$ cat config.mk
export PLATFORM = sky130hd
export DESIGN_NAME = gregorian_date_unit
export DESIGN_NICKNAME = d
export VERILOG_FILES = /design/src/design/gdu_pkg.sv /design/src/design/gdu_mul.sv /design/src/design/gdu_seq.sv /design/src/design/gregorian_date_unit.sv
export SDC_FILE = /design/constraint.sdc
export NUM_CORES = 1
export LEC_CHECK = 0
export ABC_AREA = 1
export BUFFER_PORTS_ARGS = -buffer_cell sky130_fd_sc_hd__buf_4
export CAP_MARGIN = 30
export CORE_MARGIN = 1.5
export CORE_UTILIZATION = 60
export CTS_BUF_LIST = sky130_fd_sc_hd__clkbuf_4
export DETAILED_ROUTE_END_ITERATION = 8
export GPL_TIMING_DRIVEN = 0
export HOLD_SLACK_MARGIN = 0.12
export PLACE_DENSITY = 0.82
export SLEW_MARGIN = 20
export SYNTH_ARGS = -nofsm -noshare
export SYNTH_HDL_FRONTEND = slang
export SYNTH_SLANG_ARGS = --single-unit
$ cat constraint.sdc
create_clock -name clk_i -period 6.9 [get_ports clk_i]
set_clock_uncertainty 0.15 [all_clocks]
set_input_delay 1.725 -clock clk_i [delete_from_list [all_inputs] [get_ports clk_i]]
set_output_delay 1.725 -clock clk_i [all_outputs]
set_load 0.005 [all_outputs]
$ cat src/design/gdu_pkg.sv
`timescale 1ns / 1ps

package gdu_pkg;

  localparam int unsigned DayW   = 5;
  localparam int unsigned MonthW = 4;
  localparam int unsigned YearW  = 14;
  localparam int unsigned DiffW  = 15;
  localparam int unsigned CountW = 22;

  // shared multiplier operand widths
  localparam int unsigned MulAW = 15;
  localparam int unsigned MulBW = 13;
  localparam int unsigned MulPW = MulAW + MulBW;

  localparam logic [YearW-1:0]  YearMax       = 14'd9999;
  localparam logic [YearW-1:0]  EarliestReset = 14'd1582;
  localparam logic [MonthW-1:0] MonthsPerYear = 4'd12;

  // x / 100 == (x * 5243) >> 19, exact for x below 2^15
  localparam logic [MulBW-1:0] Recip100     = 13'd5243;
  localparam int unsigned      Recip100Shft = 19;
  localparam logic [MulBW-1:0] DaysPerYear  = 13'd365;
  localparam logic [MulAW-1:0] CeilBias100  = 15'd99;

  typedef enum logic [1:0] {
    CMD_VALIDATE = 2'd0,
    CMD_NEXT     = 2'd1,
    CMD_COMPARE  = 2'd2,
    CMD_COUNT    = 2'd3
  } cmd_e;

  typedef enum logic [2:0] {
    ST_IDLE,
    ST_MUL_FLOOR,
    ST_MUL_CEIL,
    ST_MUL_YEAR,
    ST_ACC_YEAR,
    ST_ACC_MONTH,
    ST_DONE
  } state_e;

  typedef struct packed {
    logic [DayW-1:0]   day;
    logic [MonthW-1:0] month;
    logic [YearW-1:0]  year;
  } date_t;

  typedef struct packed {
    logic idle;
    logic done;
  } seq_status_t;

  typedef struct packed {
    logic              is_valid;
    logic [DayW-1:0]   next_day;
    logic [MonthW-1:0] next_month;
    logic [YearW-1:0]  next_year;
    logic [DiffW-1:0]  compare_diff;
    logic [CountW-1:0] day_count;
    logic              error;
    logic              overflow;
  } result_t;

  function automatic logic month_ok(input logic [MonthW-1:0] m);
    return m inside {[4'd1:4'd12]};
  endfunction

  function automatic logic [DayW-1:0] month_len(input logic [MonthW-1:0] m, input logic leap);
    logic [DayW-1:0] len;
    case (m)
      4'd2:                      len = leap ? 5'd29 : 5'd28;
      4'd4, 4'd6, 4'd9, 4'd11:   len = 5'd30;
      default:                   len = 5'd31;
    endcase
    return len;
  endfunction

  // days in the year before day 1 of month m, common year
  function automatic logic [8:0] days_before(input logic [MonthW-1:0] m);
    logic [8:0] n;
    case (m)
      4'd2:    n = 9'd31;
      4'd3:    n = 9'd59;
      4'd4:    n = 9'd90;
      4'd5:    n = 9'd120;
      4'd6:    n = 9'd151;
      4'd7:    n = 9'd181;
      4'd8:    n = 9'd212;
      4'd9:    n = 9'd243;
      4'd10:   n = 9'd273;
      4'd11:   n = 9'd304;
      4'd12:   n = 9'd334;
      default: n = 9'd0;
    endcase
    return n;
  endfunction

  function automatic logic date_ok(input date_t dt, input logic leap,
                                   input logic [YearW-1:0] earliest);
    return (dt.year >= earliest) && (dt.year <= YearMax) && month_ok(dt.month) &&
           (dt.day != '0) && (dt.day <= month_len(dt.month, leap));
  endfunction

endpackage

$ cat src/design/gdu_mul.sv
`timescale 1ns / 1ps

// shared multiplier, one registered product per cycle
module gdu_mul import gdu_pkg::*; (
  input  logic             clk_i,
  input  logic [MulAW-1:0] op_a_i,
  input  logic [MulBW-1:0] op_b_i,
  output logic [MulPW-1:0] prod_o
);

  logic [MulPW-1:0] prod_q;

  always_ff @(posedge clk_i) begin
    prod_q <= MulPW'(op_a_i) * MulPW'(op_b_i);
  end

  assign prod_o = prod_q;

endmodule

$ cat src/design/gdu_seq.sv
`timescale 1ns / 1ps

// sequencer and datapath around the shared multiplier
module gdu_seq import gdu_pkg::*; (
  input  logic              clk_i,
  input  logic              rst_ni,
  input  logic              start_i,
  input  cmd_e              cmd_i,
  input  date_t             date_a_i,
  input  date_t             date_b_i,
  input  logic [YearW-1:0]  earliest_i,
  input  logic              take_i,
  output seq_status_t       status_o,
  output result_t           result_o
);

  state_e state_q, state_d;
  logic   sel_b_q, sel_b_d;

  cmd_e              cmd_q;
  date_t             date_a_q, date_b_q;
  logic [7:0]        floor_q, ceil_q;
  logic              leap_a_q, leap_b_q;
  logic [CountW-1:0] acc_q, num_a_q, num_b_q;

  date_t             cur;
  logic              cur_leap;
  logic [MulAW-1:0]  mul_a;
  logic [MulBW-1:0]  mul_b;
  logic [MulPW-1:0]  prod;
  logic [7:0]        quot;
  logic              leap_now;
  logic [MulAW-1:0]  y_bias;
  logic [8:0]        c_bias;
  logic [CountW-1:0] acc_year, acc_month;

  gdu_mul u_mul (
    .clk_i  (clk_i),
    .op_a_i (mul_a),
    .op_b_i (mul_b),
    .prod_o (prod)
  );

  assign cur      = sel_b_q ? date_b_q : date_a_q;
  assign cur_leap = sel_b_q ? leap_b_q : leap_a_q;
  assign quot     = prod[Recip100Shft+7:Recip100Shft];

  always_comb begin
    mul_a = MulAW'(cur.year);
    mul_b = Recip100;
    case (state_q)
      ST_MUL_CEIL: mul_a = MulAW'(cur.year) + CeilBias100;
      ST_MUL_YEAR: mul_b = DaysPerYear;
      default: ;
    endcase
  end

  // floor(y/100) == ceil(y/100) exactly when y is a multiple of 100
  assign leap_now = (cur.year[1:0] == 2'b00) &&
                    ((quot != floor_q) || (floor_q[1:0] == 2'b00));

  // 365y + ceil(y/4) - ceil(y/100) + ceil(y/400)
  assign y_bias   = MulAW'(cur.year) + MulAW'(3);
  assign c_bias   = {1'b0, ceil_q} + 9'd3;
  assign acc_year = prod[CountW-1:0] + CountW'(y_bias[MulAW-1:2]) - CountW'(ceil_q) +
                    CountW'(c_bias[8:2]);
  assign acc_month = acc_q + CountW'(days_before(cur.month)) +
                     CountW'(cur_leap && (cur.month > 4'd2)) +
                     CountW'(cur.day) - CountW'(1);

  always_comb begin
    state_d = state_q;
    sel_b_d = sel_b_q;
    case (state_q)
      ST_IDLE: begin
        if (start_i) begin
          sel_b_d = 1'b0;
          state_d = (cmd_i == CMD_COMPARE) ? ST_DONE : ST_MUL_FLOOR;
        end
      end
      ST_MUL_FLOOR: state_d = ST_MUL_CEIL;
      ST_MUL_CEIL:  state_d = ST_MUL_YEAR;
      ST_MUL_YEAR:  state_d = (cmd_q == CMD_COUNT) ? ST_ACC_YEAR : ST_DONE;
      ST_ACC_YEAR:  state_d = ST_ACC_MONTH;
      ST_ACC_MONTH: begin
        if (!sel_b_q) begin
          sel_b_d = 1'b1;
          state_d = ST_MUL_FLOOR;
        end else begin
          state_d = ST_DONE;
        end
      end
      ST_DONE: begin
        if (take_i) state_d = ST_IDLE;
      end
      default: state_d = ST_IDLE;
    endcase
  end

  always_ff @(posedge clk_i or negedge rst_ni) begin
    if (!rst_ni) begin
      state_q <= ST_IDLE;
      sel_b_q <= 1'b0;
    end else begin
      state_q <= state_d;
      sel_b_q <= sel_b_d;
    end
  end

  always_ff @(posedge clk_i) begin
    if (state_q == ST_IDLE && start_i) begin
      cmd_q    <= cmd_i;
      date_a_q <= date_a_i;
      date_b_q <= date_b_i;
    end
    if (state_q == ST_MUL_CEIL) floor_q <= quot;
    if (state_q == ST_MUL_YEAR) begin
      ceil_q <= quot;
      if (sel_b_q) leap_b_q <= leap_now;
      else         leap_a_q <= leap_now;
    end
    if (state_q == ST_ACC_YEAR) acc_q <= acc_year;
    if (state_q == ST_ACC_MONTH) begin
      if (sel_b_q) num_b_q <= acc_month;
      else         num_a_q <= acc_month;
    end
  end

  // result, formed while waiting in ST_DONE
  logic              valid_a, valid_b;
  logic [DayW:0]     nd_day;
  logic [MulAW-1:0]  nd_year;

  assign valid_a = date_ok(date_a_q, leap_a_q, earliest_i);
  assign valid_b = date_ok(date_b_q, leap_b_q, earliest_i);
  assign nd_day  = {1'b0, date_a_q.day} + (DayW+1)'(1);
  assign nd_year = MulAW'(date_a_q.year) + MulAW'(1);

  always_comb begin
    result_o = '0;
    case (cmd_q)
      CMD_VALIDATE: result_o.is_valid = valid_a;
      CMD_NEXT: begin
        if (!month_ok(date_a_q.month)) begin
          result_o.error = 1'b1;
        end else if (nd_day <= (DayW+1)'(month_len(date_a_q.month, leap_a_q))) begin
          result_o.next_day   = nd_day[DayW-1:0];
          result_o.next_month = date_a_q.month;
          result_o.next_year  = date_a_q.year;
        end else if (date_a_q.month != MonthsPerYear) begin
          result_o.next_day   = DayW'(1);
          result_o.next_month = date_a_q.month + MonthW'(1);
          result_o.next_year  = date_a_q.year;
        end else if (nd_year > MulAW'(YearMax)) begin
          result_o.overflow = 1'b1;
        end else begin
          result_o.next_day   = DayW'(1);
          result_o.next_month = MonthW'(1);
          result_o.next_year  = nd_year[YearW-1:0];
        end
      end
      CMD_COMPARE: begin
        if (date_a_q.year != date_b_q.year)
          result_o.compare_diff = DiffW'(date_a_q.year) - DiffW'(date_b_q.year);
        else if (date_a_q.month != date_b_q.month)
          result_o.compare_diff = DiffW'(date_a_q.month) - DiffW'(date_b_q.month);
        else
          result_o.compare_diff = DiffW'(date_a_q.day) - DiffW'(date_b_q.day);
      end
      CMD_COUNT: begin
        if (!(valid_a && valid_b))
          result_o.error = 1'b1;
        else if (num_a_q > num_b_q)
          result_o.day_count = num_a_q - num_b_q;
        else
          result_o.day_count = num_b_q - num_a_q;
      end
      default: ;
    endcase
  end

  assign status_o.idle = (state_q == ST_IDLE);
  assign status_o.done = (state_q == ST_DONE);

endmodule

$ cat src/design/gregorian_date_unit.sv
`timescale 1ns / 1ps

// Gregorian date unit. One input beat carries a command in s_axis_tuser and
// two dates in s_axis_tdata; one result beat follows on the master side.
// Commands: validate A, day after A, compare A with B, days between A and B.
// Leap years follow the 400/100/4 rule. The input is taken only while the
// sequencer is idle, and one beat is worked at a time through a single
// shared multiplier (divide by 100 via reciprocal, then 365*year).
// Compare goes straight to the result; validate and next first run the
// floor, ceil and year multiply steps for the leap flag; day count runs
// five steps for each of its two day numbers (floor, ceil, year, year sum,
// month sum). The input is ready again once the result has entered the
// output register, so a new beat is not taken before the last one is done.
// The output register lets a new beat be taken while a result waits.
// The earliest-year register (reset 1582) is written through cfg_*; write
// it only while the unit is idle, which the block itself does not enforce.
// cfg_ready_o is always high.

module gregorian_date_unit import gdu_pkg::*; (
  input  logic              clk_i,
  input  logic              rst_ni,
  // configuration: earliest year accepted as valid
  input  logic              cfg_valid_i,
  output logic              cfg_ready_o,
  input  logic [YearW-1:0]  cfg_data_i,
  // input stream
  input  logic              s_axis_tvalid,
  output logic              s_axis_tready,
  // [4:0] day_a, [8:5] month_a, [22:9] year_a,
  // [27:23] day_b, [31:28] month_b, [45:32] year_b, [47:46] zero
  input  logic [47:0]       s_axis_tdata,
  // [1:0] cmd
  input  logic [1:0]        s_axis_tuser,
  // result stream
  output logic              m_axis_tvalid,
  input  logic              m_axis_tready,
  // [0] is_valid, [5:1] next_day, [9:6] next_month, [23:10] next_year,
  // [38:24] compare_diff, [60:39] day_count, [61] error, [62] overflow,
  // [63] zero
  output logic [63:0]       m_axis_tdata
);

  logic [YearW-1:0] earliest_q;
  logic             out_valid_q;
  result_t          out_res_q;

  seq_status_t status;
  result_t     result;
  logic        start, take, out_free;
  date_t       date_a, date_b;

  // configuration register
  assign cfg_ready_o = 1'b1;

  always_ff @(posedge clk_i or negedge rst_ni) begin
    if (!rst_ni) begin
      earliest_q <= EarliestReset;
    end else if (cfg_valid_i) begin
      earliest_q <= cfg_data_i;
    end
  end

  // unpack the input beat
  assign date_a.day   = s_axis_tdata[4:0];
  assign date_a.month = s_axis_tdata[8:5];
  assign date_a.year  = s_axis_tdata[22:9];
  assign date_b.day   = s_axis_tdata[27:23];
  assign date_b.month = s_axis_tdata[31:28];
  assign date_b.year  = s_axis_tdata[45:32];

  assign s_axis_tready = status.idle;
  assign start         = s_axis_tvalid && status.idle;

  // output register: loads a finished result when empty or being drained
  assign out_free = !out_valid_q || m_axis_tready;
  assign take     = status.done && out_free;

  gdu_seq u_seq (
    .clk_i      (clk_i),
    .rst_ni     (rst_ni),
    .start_i    (start),
    .cmd_i      (cmd_e'(s_axis_tuser)),
    .date_a_i   (date_a),
    .date_b_i   (date_b),
    .earliest_i (earliest_q),
    .take_i     (take),
    .status_o   (status),
    .result_o   (result)
  );

  always_ff @(posedge clk_i or negedge rst_ni) begin
    if (!rst_ni) begin
      out_valid_q <= 1'b0;
    end else if (out_free) begin
      out_valid_q <= status.done;
    end
  end

  always_ff @(posedge clk_i) begin
    if (take) out_res_q <= result;
  end

  assign m_axis_tvalid = out_valid_q;
  assign m_axis_tdata  = {1'b0,
                          out_res_q.overflow,
                          out_res_q.error,
                          out_res_q.day_count,
                          out_res_q.compare_diff,
                          out_res_q.next_year,
                          out_res_q.next_month,
                          out_res_q.next_day,
                          out_res_q.is_valid};

endmodule

; ---- Word-level counts from Yosys, hierarchy flattened
; Memory sizes are Yosys's and may differ from the RTL's.
; Cells that the tools add are included.
[word_totals]
register_bits = 241
latch_bits = 0
ram_bits = 0
romBits = 144
in_bits = 69
word_cells = 155
mem_count = 1
[op_classes]
addsub = 18
multipliers = 1
div_mod_pow = 0
order_cmp = 14
n_eq_ne = 26
n_shift = 0
mux = 28
bitwise = 3
n_reduce_logical = 37
[memory_table]
columns = memory, depth, word_bits, rd, rd_ports_with_merged_regs, wr, line
row1 = (name not given), 16, 9, 1, 0, 0, gdu_pkg.sv:82  ; case (m)
[op_table]
columns = op, n
row1 = 2-to-1 mux 23 bit, 2
row2 = 2-to-1 mux 15 bit, 3
row3 = subtractor 22 bit, 2
row4 = 2-to-1 mux 19 bit, 2
row5 = greater-or-equal comparator 14 bit, 2
row6 = "<= comparator 14 bit, second input constant", 2
row7 = multiplier 15 x 13 -> 27 bit, 1
row8 = adder 22 x 1 -> 22 bit, 1
row9 = adder 22 x 13 -> 22 bit, 1
row10 = adder 22 x 5 -> 22 bit, 1
row11 = adder 22 x 7 -> 22 bit, 1
row12 = adder 22 x 9 -> 22 bit, 1
row13 = > comparator 22 bit, 1
row14 = 2-to-1 mux 22 bit, 1
row15 = "subtractor 22 x 1 -> 22 bit, second input constant", 1
row16 = subtractor 22 x 8 -> 22 bit, 1
row17 = one-hot mux 3 bit (7 select lines), 1
row18 = one-hot mux 5 bit (2 select lines), 2
row19 = "equality test 4 x 3 -> 1 bit, second input constant", 4
row20 = "equality test 4 bit, second input constant", 4
row21 = logical AND 1 bit, 16
row22 = AND reduction 2 bit, 8
row23 = "adder 14 x 1 -> 15 bit, second input constant", 1
row24 = "adder 14 x 2 -> 15 bit, second input constant", 1
row25 = other kinds (38), 67

; ---- Longest topological paths before layout
[logic_depth]
depth_word = 8
mapped_depth = 36
mapped_depth_nobuf = 36

; ---- Cells and area by module
; Synthesis repeated with hierarchy kept, for this count alone.
[unflattened]
cells_unflattened = 3179
area_unflattened_um2 = 24813.8
[modules_own_cells]
columns = module, n_inst, cells_each, area_each_um2, seq_area_each_um2
row1 = gdu_seq, 1, 1979, 14654.1, 4063.9
row2 = gdu_mul, 1, 1066, 7599.8, 560.5
row3 = gregorian_date_unit, 1, 134, 2560.0, 2274.7

; ---- Least setup slack after synthesis
; Ideal clock, no wire load.
[synth_path]
kind = register -> register
start = reg u_seq.date_a_q[0] (netlist name)
end = reg u_seq.u_mul.prod_q[24], in the netlist u_seq.u_mul.prod_o[24]
arrival_ps = 5734
setup_slack_ps = 891
stages_incl_launch_ff = 31
path_buffers = 0
period_less_slack_ps = 6009
path_cell_list = edfxtp_1 > o21ai_1 > ha_1 > inv_1 > nand2_2 > nor2_4 > a21oi_2 > nor2_4 > nand2_1 > nand2_1 > nand2_1 > nand2_1 > inv_1 > ha_1 > xor2_1 > fa_1 > inv_1 > fa_1 > fa_1 > inv_1 > fa_1 > inv_1 > ha_1 > nand2_1 > inv_1 > nand3_1 > nor3_1 > nand4_1 > nand3_1 > a31oi_1 > xor2_1
[synth_via]
elab_chain_len = 4
[synth_rtl]
columns = element, line
row1 = start: declaration, gdu_seq.sv:21  ; date_t date_a_q, date_b_q;
row2 = start signal: assignment, gdu_seq.sv:113  ; date_a_q <= date_a_i;
row3 = 2-to-1 mux 23 bit *, gdu_seq.sv:44  ; assign cur = sel_b_q ? date_b_q : date_a_q;
row4 = adder 14 x 7 -> 15 bit, gdu_seq.sv:52  ; ST_MUL_CEIL: mul_a = MulAW'(cur.year) + CeilBias100;
row5 = 2-to-1 mux 15 bit *, gdu_seq.sv:51  ; case (state_q)
row6 = multiplier 15 x 13 -> 27 bit *, gdu_mul.sv:14  ; prod_q <= MulPW'(op_a_i) * MulPW'(op_b_i);
row7 = end signal: assignment, gdu_mul.sv:14
row8 = end: declaration, gdu_mul.sv:11  ; logic [MulPW-1:0] prod_q;
; Mark *: on every way between the ends. The rest lies on a longest branch, timed or not.
; A chain may end at the register's enable or synchronous reset.

; ---- Worst setup path after layout
[layout_path]
start = reg u_seq.sel_b_q
end = reg u_seq.u_mul.prod_q[23], in the netlist u_seq.u_mul.prod_o[23]
[layout_via]
elab_chain_len = 4
[layout_rtl]
columns = element, line
row1 = start: declaration, gdu_seq.sv:18  ; logic sel_b_q, sel_b_d;
row2 = start signal: assignment, gdu_seq.sv:106  ; sel_b_q <= sel_b_d;
row3 = 2-to-1 mux 23 bit *, gdu_seq.sv:44
row4 = adder 14 x 7 -> 15 bit, gdu_seq.sv:52
row5 = 2-to-1 mux 15 bit *, gdu_seq.sv:51
row6 = multiplier 15 x 13 -> 27 bit *, gdu_mul.sv:14
; Marked as above.

==> reports/qor.txt <==
main area contributors after synthesis -> edfxtp_1, ha_1, fa_1, inv_1, nand2_1
Max Slew Vio Count -> 0
Root Driver -> clkbuf_4
Max Fanout on Critical Path -> 10
drc violations -> 0
most frequent cell after synthesis -> inv_1
Hold Vio Cnt, Final -> 0
Synth Register Bits -> 241
ANT nets after route -> 0
CTS Sinks -> 241
f_max -> 0.153 GHz
DR top layer -> met4
CTS tree -> built
metal1 wirelength -> 24800 microns
Die W -> 198 microns
wire length on met2 -> 27400 microns
clk buf depth -> 3
synth unique cells -> 63
Setup TNS Final -> 0 ns
DR vias -> 19200
WL per Instance -> 16.5 microns
Layout Nets -> 3441
DP Cell Count -> 3390
Inserted Clock Buffers -> 61
crit path capture type -> flop
Fillers -> 3094
Reg clk slew, reported paths -> 0.07 ns
register area share after synthesis -> 30.2%
clk_lat worst skew -> 0.84 ns
initial antenna violation count -> 3
Die ar. -> 39100 sq um
Post-synth EDFFs -> 195
worst slew pin tran -> 0.787 ns
status -> finished clean
synth cell count leaders -> inv_1, nand2_1, ha_1
Slowest-stage cell, CP -> fa_1
post-synthesis average cell area -> 8.31 sq um
R2R Path Start -> u_seq.sel_b_q$_DFFE_PN0P_
max incr delay on CP -> 0.54 ns
Worst Path Arrival -> 7.14 ns
worst hold path type -> reg -> reg
Mapped Area -> 22800 sq um
first-pass GRT wire length -> 94300 microns
CP most frequent cell -> inv_1
GRT Resource Usage Total -> 30.5%
WS Path Type -> reg -> reg
# H-tree levels -> 2
DRT Pass-1 Iters -> 5
R2R Setup Slk -> 0.36 ns
hpwl dp -> 47500 microns
Finished Layout Cells -> 3525
number of global-route vias before repair -> 19200
layout cells sized above 1 -> 12.6%
routed wl met3 -> 3400 microns
hold_sp -> u_seq.u_mul.prod_o[25]$_DFF_P_
Max-slew headroom -> 47.0%
Hold EP -> u_seq.floor_q[6]$_DFFE_PN_
CP Launch Type -> flop
num rows -> 71
Final setup viols -> 0
IO Port Bufs -> 130
area of the multi-input gates -> 13700 sq um
Ys Warns -> 0
Final min period -> 6.54 ns
leading area contributor after synthesis -> edfxtp_1
R2R cell count -> 29
Die H -> 198 microns
Min-Delay Path Depth -> 0
Cells after Synth -> 2741
CORE AREA -> 37500 sq um
Top FF cell, synth -> edfxtp_1
Register Area -> 6880 sq um
Via density -> 5.44
Area Overhead vs Synth -> 12.2%
Top-Level Pins -> 136
Initial Utilization -> 60.7%
crit share post-route -> 94.8%
largest net degree at the start of global routing -> 33
Overflow after GRT -> 0
Post-synth ARST share -> 7.88%
RSZ-0062 raised after global routing -> false
Total Routed Length -> 58000 microns
max_cap viols -> 0
Synth top area share -> 25.7%
gpl congestion -> 0.946
RR Endpoint -> u_seq.u_mul.prod_o[23]$_DFF_P_
initial drt markers -> 1398
CP required -> 7.50 ns
==> cells by family after synthesis <==
kind of cell	Yosys count	synth area share (%)
other	2	0.0330
multiplexers	1	0.0495
AND/OR/NAND/NOR	901	17.0
XOR/XNOR	142	5.55
flip-flops	241	30.2
buffers and inverters	603	10.2
adder cells (fa/ha/maj)	413	26.1
AO/OA/AOI/OAI	438	10.9
==> through the flow <==
| step | util, % | setup WS, ns | hold slack (ns) | instance area, sq um |
|---|---|---|---|---|
| after global placement | 65.1 | -0.0824 | 0.327 | 24400 |
| after global routing | 68.1 | 0.0205 | 0.353 | 25500 |
| after floorplan | - | 0.891 | 0.296 | 22800 |
| final | 68.1 | 0.359 | 0.346 | 25500 |
| after detailed placement | 65.4 | -0.125 | 0.332 | 24500 |
| after CTS | 67.6 | 0.0762 | 0.348 | 25300 |
==> worst max-delay path: cells and delay by family, from the launching register on <==
| family | cells | cell delay, ns |
|---|---|---|
| xor+xnor | 2 | 0.35 |
| flops | 1 | 0.48 |
| fa+ha+maj | 7 | 2.94 |
| compound gates | 6 | 1.04 |
| simple gates | 8 | 1.01 |
| buf+inv | 6 | 0.54 |
==> sequential cells by signal, indices dropped and copies added, names as in the netlist, 14 cells and up <==
name                cells
earliest_q             14
m_axis_tdata           63
u_seq.acc_q            22
u_seq.date_a_q         23
u_seq.date_b_q         23
u_seq.num_a_q          22
u_seq.num_b_q          22
u_seq.u_mul.prod_o     27
==> worst max-delay path by stage <==
stage                                            start                             end  slack (ns)  cells past startpoint
after floorplan            u_seq.date_a_q[0]$_DFFE_PP_  u_seq.u_mul.prod_o[24]$_DFF_P_        0.89                     30
after global placement     u_seq.date_a_q[0]$_DFFE_PP_  u_seq.u_mul.prod_o[23]$_DFF_P_       -0.08                     28
final                        u_seq.sel_b_q$_DFFE_PN0P_  u_seq.u_mul.prod_o[23]$_DFF_P_        0.36                     29
after CTS                 u_seq.state_q[2]$_DFFE_PN0P_  u_seq.u_mul.prod_o[15]$_DFF_P_        0.08                     23
after global routing         u_seq.sel_b_q$_DFFE_PN0P_  u_seq.u_mul.prod_o[15]$_DFF_P_        0.02                     31
after detailed placement   u_seq.date_a_q[0]$_DFFE_PP_  u_seq.u_mul.prod_o[23]$_DFF_P_       -0.13                     28
==> cell type report <==
class | count | area share, %
sequential | 241 | 26.9
inverter | 561 | 8.26
buffer | 42 | 0.877
timing repair buffer | 151 | 4.59
antenna | 5 | 0.0490
clock buffer | 88 | 2.59
multi-input combinational | 1901 | 53.5
clock inverter | 25 | 0.661
tap | 511 | 2.50
==> metal layers <==
layer  vias up  track usage [%]
met5         -                0
met4         0             13.3
met3       153             4.29
met2       649             51.9
met1      8975             38.7
li1       9413                -
==> layout by cell type (no fill, tap or decap), types with 6 or more instances in the layout <==
cell and count:
nand2_2 21, o211ai_1 8, xnor2_1 46, dfxtp_1 27, nand3_1 104, clkbuf_4 89, ha_1 310, nor2_4 7
clkinv_2 11, nand3_2 6, nand2_1 508, edfxtp_1 195, o21bai_1 24, nor3_1 38, nor4_1 6, o21ai_0 128
conb_1 6, fa_1 103, buf_4 148, clkbuf_1 15, dfstp_2 6, nor2_2 6, o21ai_1 16, a21oi_1 184
o21ai_2 9, a31oi_1 11, nand4_1 40, a21o_1 10, inv_1 546, inv_2 13, nor2_1 147, buf_2 17
xor2_1 94, o22ai_1 11, dfrtp_1 12, clkinv_1 11
==> timing repair <==
item | CTS | global route
resized for setup | 2 | 17
setup endpoints to repair | 5 | 11
pin swaps | 0 | 2
hold buffers | 0 | 0
setup buffers | 0 | 16
Power is left out: the tool's default activity adds up to more than one toggle a clock period on the data nets, which glitch-free logic cannot reach.
